==> config.mk <==
export PLATFORM = sky130hd
export DESIGN_NAME = dhpq_ctrl
export DESIGN_NICKNAME = d
export VERILOG_FILES = /design/src/rtl/dhpq_pkg.sv /design/src/rtl/dhpq_ctrl.sv
export SDC_FILE = /design/constraint.sdc
export NUM_CORES = 1
export LEC_CHECK = 0
export ABC_CLOCK_PERIOD_IN_PS = 2500
export BUFFER_PORTS_ARGS = -buffer_cell sky130_fd_sc_hd__buf_2
export CAP_MARGIN = 20
export CORE_AREA = 2 2 39 41
export DETAILED_ROUTE_END_ITERATION = 7
export DIE_AREA = 0 0 41 43
export PLACE_DENSITY = 0.85
export SYNTH_ARGS = -nofsm -noshare
export SYNTH_HDL_FRONTEND = slang
export SYNTH_SLANG_ARGS = --single-unit
==> constraint.sdc <==
create_clock -name clk_i -period 2.5 [get_ports clk_i]
set_input_delay 0.5 -clock clk_i [delete_from_list [all_inputs] [get_ports clk_i]]
set_output_delay 0.5 -clock clk_i [all_outputs]
set_load 0.03 [all_outputs]
==> src/rtl/dhpq_pkg.sv <==
// shared types, codes and default sizes for the d-ary heap priority queue
// no dependencies
package dhpq_pkg;

  localparam int unsigned DefCapacity    = 1024;
  localparam int unsigned DefKeyBits     = 32;
  localparam int unsigned DefPayloadBits = 32;
  localparam int unsigned DefMaxArity    = 8;

  typedef enum logic [1:0] {
    FUNC_PUSH  = 2'd0,
    FUNC_POP   = 2'd1,
    FUNC_PEEK  = 2'd2,
    FUNC_CLEAR = 2'd3
  } func_e;

  typedef enum logic [1:0] {
    ST_OK    = 2'd0,
    ST_EMPTY = 2'd1,
    ST_FULL  = 2'd2
  } qstat_e;

  typedef enum logic [0:0] {
    REG_ARITY = 1'b0,
    REG_ORDER = 1'b1
  } reg_e;

  typedef enum logic [3:0] {
    OP_NONE,
    OP_ACCEPT,
    OP_FULL,
    OP_EMPTY,
    OP_CLEAR,
    OP_PUSH,
    OP_DIV_START,
    OP_UP_READ,
    OP_UP_STEP,
    OP_PLACE,
    OP_RD_ROOT,
    OP_TAKE,
    OP_POP_TAKE,
    OP_LAST_LOAD,
    OP_DN_INIT,
    OP_DN_ACC
  } dp_op_e;

  // two more ops than fit in the enum above are kept separate
  typedef enum logic [1:0] {
    OP2_NONE,
    OP2_DN_STEP,
    OP2_OUT
  } dp_op2_e;

  typedef struct packed {
    logic [1:0]  func;
    logic [31:0] key;
    logic [31:0] payload;
  } in_item_t;

  typedef struct packed {
    logic        entry_valid;
    logic [31:0] top_key;
    logic [31:0] top_payload;
    logic [10:0] count;
    logic [1:0]  status;
  } out_item_t;

  typedef struct packed {
    dp_op_e  op;
    dp_op2_e op2;
  } dp_cmd_t;

  typedef struct packed {
    func_e func;
    logic  full;
    logic  empty;
    logic  pos_zero;
    logic  div_done;
    logic  up_move;
    logic  dn_leaf;
    logic  dn_more;
    logic  dn_move;
    logic  out_busy;
  } dp_status_t;

endpackage

==> src/rtl/dhpq_ctrl.sv <==
// heap controller: sequences push, pop, peek and clear through the datapath
// depends on dhpq_pkg
module dhpq_ctrl (
  input  logic                 clk_i,
  input  logic                 rst_ni,
  input  logic                 in_valid_i,
  output logic                 in_ready_o,
  input  dhpq_pkg::dp_status_t status_i,
  output dhpq_pkg::dp_cmd_t    cmd_o
);

  typedef enum logic [3:0] {
    S_IDLE,
    S_DISPATCH,
    S_UP_CHK,
    S_UP_DIV,
    S_UP_CMP,
    S_ROOT,
    S_LAST,
    S_DN_CHK,
    S_DN_ACC,
    S_DN_DEC,
    S_FIN
  } state_e;

  state_e state_q, state_d;

  always_comb begin
    state_d    = state_q;
    cmd_o.op   = dhpq_pkg::OP_NONE;
    cmd_o.op2  = dhpq_pkg::OP2_NONE;
    unique case (state_q)
      S_IDLE: begin
        if (in_valid_i) begin
          cmd_o.op = dhpq_pkg::OP_ACCEPT;
          state_d  = S_DISPATCH;
        end
      end
      S_DISPATCH: begin
        unique case (status_i.func) inside
          dhpq_pkg::FUNC_PUSH: begin
            if (status_i.full) begin
              cmd_o.op = dhpq_pkg::OP_FULL;
              state_d  = S_FIN;
            end else begin
              cmd_o.op = dhpq_pkg::OP_PUSH;
              state_d  = S_UP_CHK;
            end
          end
          dhpq_pkg::FUNC_POP, dhpq_pkg::FUNC_PEEK: begin
            if (status_i.empty) begin
              cmd_o.op = dhpq_pkg::OP_EMPTY;
              state_d  = S_FIN;
            end else begin
              cmd_o.op = dhpq_pkg::OP_RD_ROOT;
              state_d  = S_ROOT;
            end
          end
          default: begin
            cmd_o.op = dhpq_pkg::OP_CLEAR;
            state_d  = S_FIN;
          end
        endcase
      end
      S_UP_CHK: begin
        if (status_i.pos_zero) begin
          cmd_o.op = dhpq_pkg::OP_PLACE;
          state_d  = S_FIN;
        end else begin
          cmd_o.op = dhpq_pkg::OP_DIV_START;
          state_d  = S_UP_DIV;
        end
      end
      S_UP_DIV: begin
        if (status_i.div_done) begin
          cmd_o.op = dhpq_pkg::OP_UP_READ;
          state_d  = S_UP_CMP;
        end
      end
      S_UP_CMP: begin
        if (status_i.up_move) begin
          cmd_o.op = dhpq_pkg::OP_UP_STEP;
          state_d  = S_UP_CHK;
        end else begin
          cmd_o.op = dhpq_pkg::OP_PLACE;
          state_d  = S_FIN;
        end
      end
      S_ROOT: begin
        if (status_i.func == dhpq_pkg::FUNC_POP) begin
          cmd_o.op = dhpq_pkg::OP_POP_TAKE;
          state_d  = S_LAST;
        end else begin
          cmd_o.op = dhpq_pkg::OP_TAKE;
          state_d  = S_FIN;
        end
      end
      S_LAST: begin
        cmd_o.op = dhpq_pkg::OP_LAST_LOAD;
        state_d  = S_DN_CHK;
      end
      S_DN_CHK: begin
        if (status_i.dn_leaf) begin
          cmd_o.op = dhpq_pkg::OP_PLACE;
          state_d  = S_FIN;
        end else begin
          cmd_o.op = dhpq_pkg::OP_DN_INIT;
          state_d  = S_DN_ACC;
        end
      end
      S_DN_ACC: begin
        cmd_o.op = dhpq_pkg::OP_DN_ACC;
        if (!status_i.dn_more) begin
          state_d = S_DN_DEC;
        end
      end
      S_DN_DEC: begin
        if (status_i.dn_move) begin
          cmd_o.op2 = dhpq_pkg::OP2_DN_STEP;
          state_d   = S_DN_CHK;
        end else begin
          cmd_o.op = dhpq_pkg::OP_PLACE;
          state_d  = S_FIN;
        end
      end
      S_FIN: begin
        if (!status_i.out_busy) begin
          cmd_o.op2 = dhpq_pkg::OP2_OUT;
          state_d   = S_IDLE;
        end
      end
      default: state_d = S_IDLE;
    endcase
  end

  always_ff @(posedge clk_i or negedge rst_ni) begin
    if (!rst_ni) begin
      state_q <= S_IDLE;
    end else begin
      state_q <= state_d;
    end
  end

  assign in_ready_o = state_q == S_IDLE;

  a_div_wait: assert property (@(posedge clk_i) disable iff (!rst_ni)
    status_i.div_done |-> state_q == S_UP_DIV)
    else $error("divider finished outside the parent wait");

  a_accept: assert property (@(posedge clk_i) disable iff (!rst_ni)
    in_valid_i && in_ready_o |=> state_q == S_DISPATCH)
    else $error("accepted item not dispatched");

endmodule
==> flow_summary.yaml <==
yosys:
  synthXorXnorAreaFrac_pct: 0
  async_reset_ff_share_pct: 100
  synth_nets: 109
  yosys_warnings: 0
  synth_compound_area_share_pct: 31.7
  muxShareOfSynthArea_pct: 4.72
  synth_area_um2: 663
  synthAdderAreaFrac_pct: 5.66
  syn_area_per_cell_um2: 7.21
  synth_edf_count: 0
  synth_flop_cell: "dfrtp_1"
  syn_inst: 92
  yosysSeqAreaShare_pct: 15.1
  synth_top_family_by_area: "simple AND/OR/NAND/NOR gates"
  ys_ff_latch: 4
  yosys.area_share.simple_pct: 32.5
  synth_cell_type_count: 41
layout:
  area_growth_pct: 19.6
  regArea_um2: 100
  nFillCells: 141
  diodes: 0
  final_cells: 128
  largestRegisters: "state_q: 4 flops"
  final_nets: 131
  largest_reg_flops: 4
  finish.utilization_pct: 57.3
  multiInputGateArea_um2: 494
  top_register: "state_q"
  drive_gt1_share_pct: 25.0
worst_setup_path:
  slowest_delay_ns: 0.60
  end_kind: "output pin"
  critical_path_class: "flop to output pin"
  cp-start-kind: "flop"
  cp_data_required_time_ns: 2.00
  path_delay_family: "flip-flops"
  worst-path-buf-inv: 2
  worstPathMaxFanout: 14
  path_cells: "inv_1 -> or3_1 -> o32ai_1 -> o21bai_1 -> buf_2"
  critPathArrivalTime_ns: 1.86
  reg2reg_slack_ns: 0.64
  crit_slowest_cell: "dfrtp_1"
drt:
  drt-initial-drc-count: 56
  viasPerCell: 6.24
  firstDrtPassIters: 4
  ant_nets: 0
  drc: 0
  via_count: 799
  wl_um: 1820
  detail_route.wl_per_cell_um: 14.2
clocking:
  post_cts_resized: 0
  cts_tree: "done"
  ctsHoldBuffers: 0
  post_cts_buffers: 0
  clockBufferDepth: 2
  clk_pin_slew_worst_paths_ns: 0.04
  h-tree-depth: 1
  cts_root_buf: "clkbuf_4"
  clk_latency_ns: 0.24
  cts_buffers: 3
  clock_sinks: 4
global_route:
  antenna_found_initial: 0
  grt_overflow: 0
  grt_max_degree: 15
  grt_util_all_layers_pct: 23.0
  grt_pass1_vias: 688
  grt_pass1_wl_um: 2930
sta:
  clock_skew_ns: 0.00333
  slew-limit-headroom_pct: 71.2
  min_period_ns: 2.36
  fin_tns_setup_ns: 0
  holdWs_ns: 0.0488
  setup_viol: 0
  rsz0062_at_grt: "false"
  final_hold_viol_count: 0
  drv_slew: 0
  setup_ws_ns: 0.144
  worst_slew_pin_slew_ns: 0.433
  fmax_ghz: 0.424
  finalCritPeriodShare_pct: 94.2
floorplanning:
  fp.dieW_um: 41
  die_area_um2: 1760
  fp.dieH_um: 43
  fp.coreArea_um2: 1380
  initial_core_util_pct: 47.9
  io_pins: 21
  num_rows: 14
power_and_ir_drop:
  peakVddDrop_mv: 0.594
  power_frac_seq_pct: 17.0
  pwr-share-clk_pct: 7.8
  power_density_nw_per_um2: 1400
  p_sw_share_pct: 56.0
  internal_power_uw: 487
  combPwrFrac_pct: 75.2
  p_leak_uw: 0.000377
  switchingPower_uw: 619
placed_design:
  dp_hpwl_um: 1400
  dp.cells: 125
  gp_congestion: 0.939
  io_buffers: 20
  preCtsSetupSlack_ns: 0.223
outcome:
  status: "complete, no violations"
flow_run:
  max_cap_viol_count: 0
worst_hold_path:
  hp-class: "input port to asynchronous set/reset pin"
==> layout by cell type (no fill, tap or decap), drive strengths merged, types with 4 or more instances in the layout <==
cell type  Yosys  final
a21oi          8      8
buf            6     24
dfrtp          4      4
inv            7      7
nand2          8      8
nand2b         4      4
nor2           4      4
nor2b          4      4
nor3           4      4
==> power groups by stage <==
stage	clock network, µW	logic, µW	registers (µW)
5_1_grt	85.8	897	198
2_1_floorplan	0	703	122
6_report	86.5	832	188
3_3_place_gp	0	815	185
3_5_place_dp	0	819	185
4_1_cts	83.5	824	185
==> path summary, 6_finish.rpt <==
kind	end	from	cells after the start
min in group clk_i	state_q[0]	status_i[5]	2
setup reg to reg	state_q[0]	state_q[0]	5
hold / removal	state_q[3]	rst_ni	1
max in group asynchronous	state_q[1]	rst_ni	1
hold reg to reg	state_q[2]	state_q[2]	2
setup / recovery	cmd_o[4]	state_q[1]	5
==> layout make-up <==
type,instances,share of cell area (%)
inverters,7,3.31
multi-input cells,74,62.3
clock buffers,3,2.84
well taps,16,2.52
flip-flops and latches,4,12.6
repair buffers,24,16.4
==> synth_stat cells (2+ instances only) <==
cell type / n / share of area [%]
inv_1: 7 / 4.0
a21oi_1: 8 / 6.0
or3b_1: 2 / 2.6
a211oi_1: 2 / 2.3
nand2b_1: 4 / 3.8
nor3_1: 4 / 3.0
o32a_1: 2 / 3.0
dfrtp_1: 4 / 15
nor2b_1: 4 / 3.8
ha_1: 3 / 5.7
nand3_1: 2 / 1.5
nor2_1: 4 / 2.3
o21ai_0: 2 / 1.5
nand3b_1: 2 / 2.3
nand2_1: 8 / 4.5
o31ai_1: 2 / 2.3
buf_2: 4 / 3.0
mux2i_1: 2 / 3.0
o22ai_1: 2 / 1.9
a21o_1: 3 / 3.4
==> through the flow <==
step	instance area (µm²)	power (µW)
5_1_grt	793	1180
3_5_place_dp	771	1000
2_1_floorplan	663	825
3_3_place_gp	771	1000
6_report	793	1110
4_1_cts	793	1090
==> kinds of logic after synthesis <==
group / Yosys count
mux: 3
simple gates: 38
buf+inv: 14
flops: 4
fa+ha+maj: 3
compound gates: 30
==> metal layers <==
layer  part of all wire (%)  global-route usage [%]  routed length, µm  vias up
met5                      0                       0                  0        -
met4                   0.71                    4.67                 13        0
met3                    8.9                    1.57                162        3
met2                     47                    36.3                850       48
met1                     44                    33.2                792      365
li1                       -                       -                  -      383
Note: power is estimated with default switching activity, not from simulation.
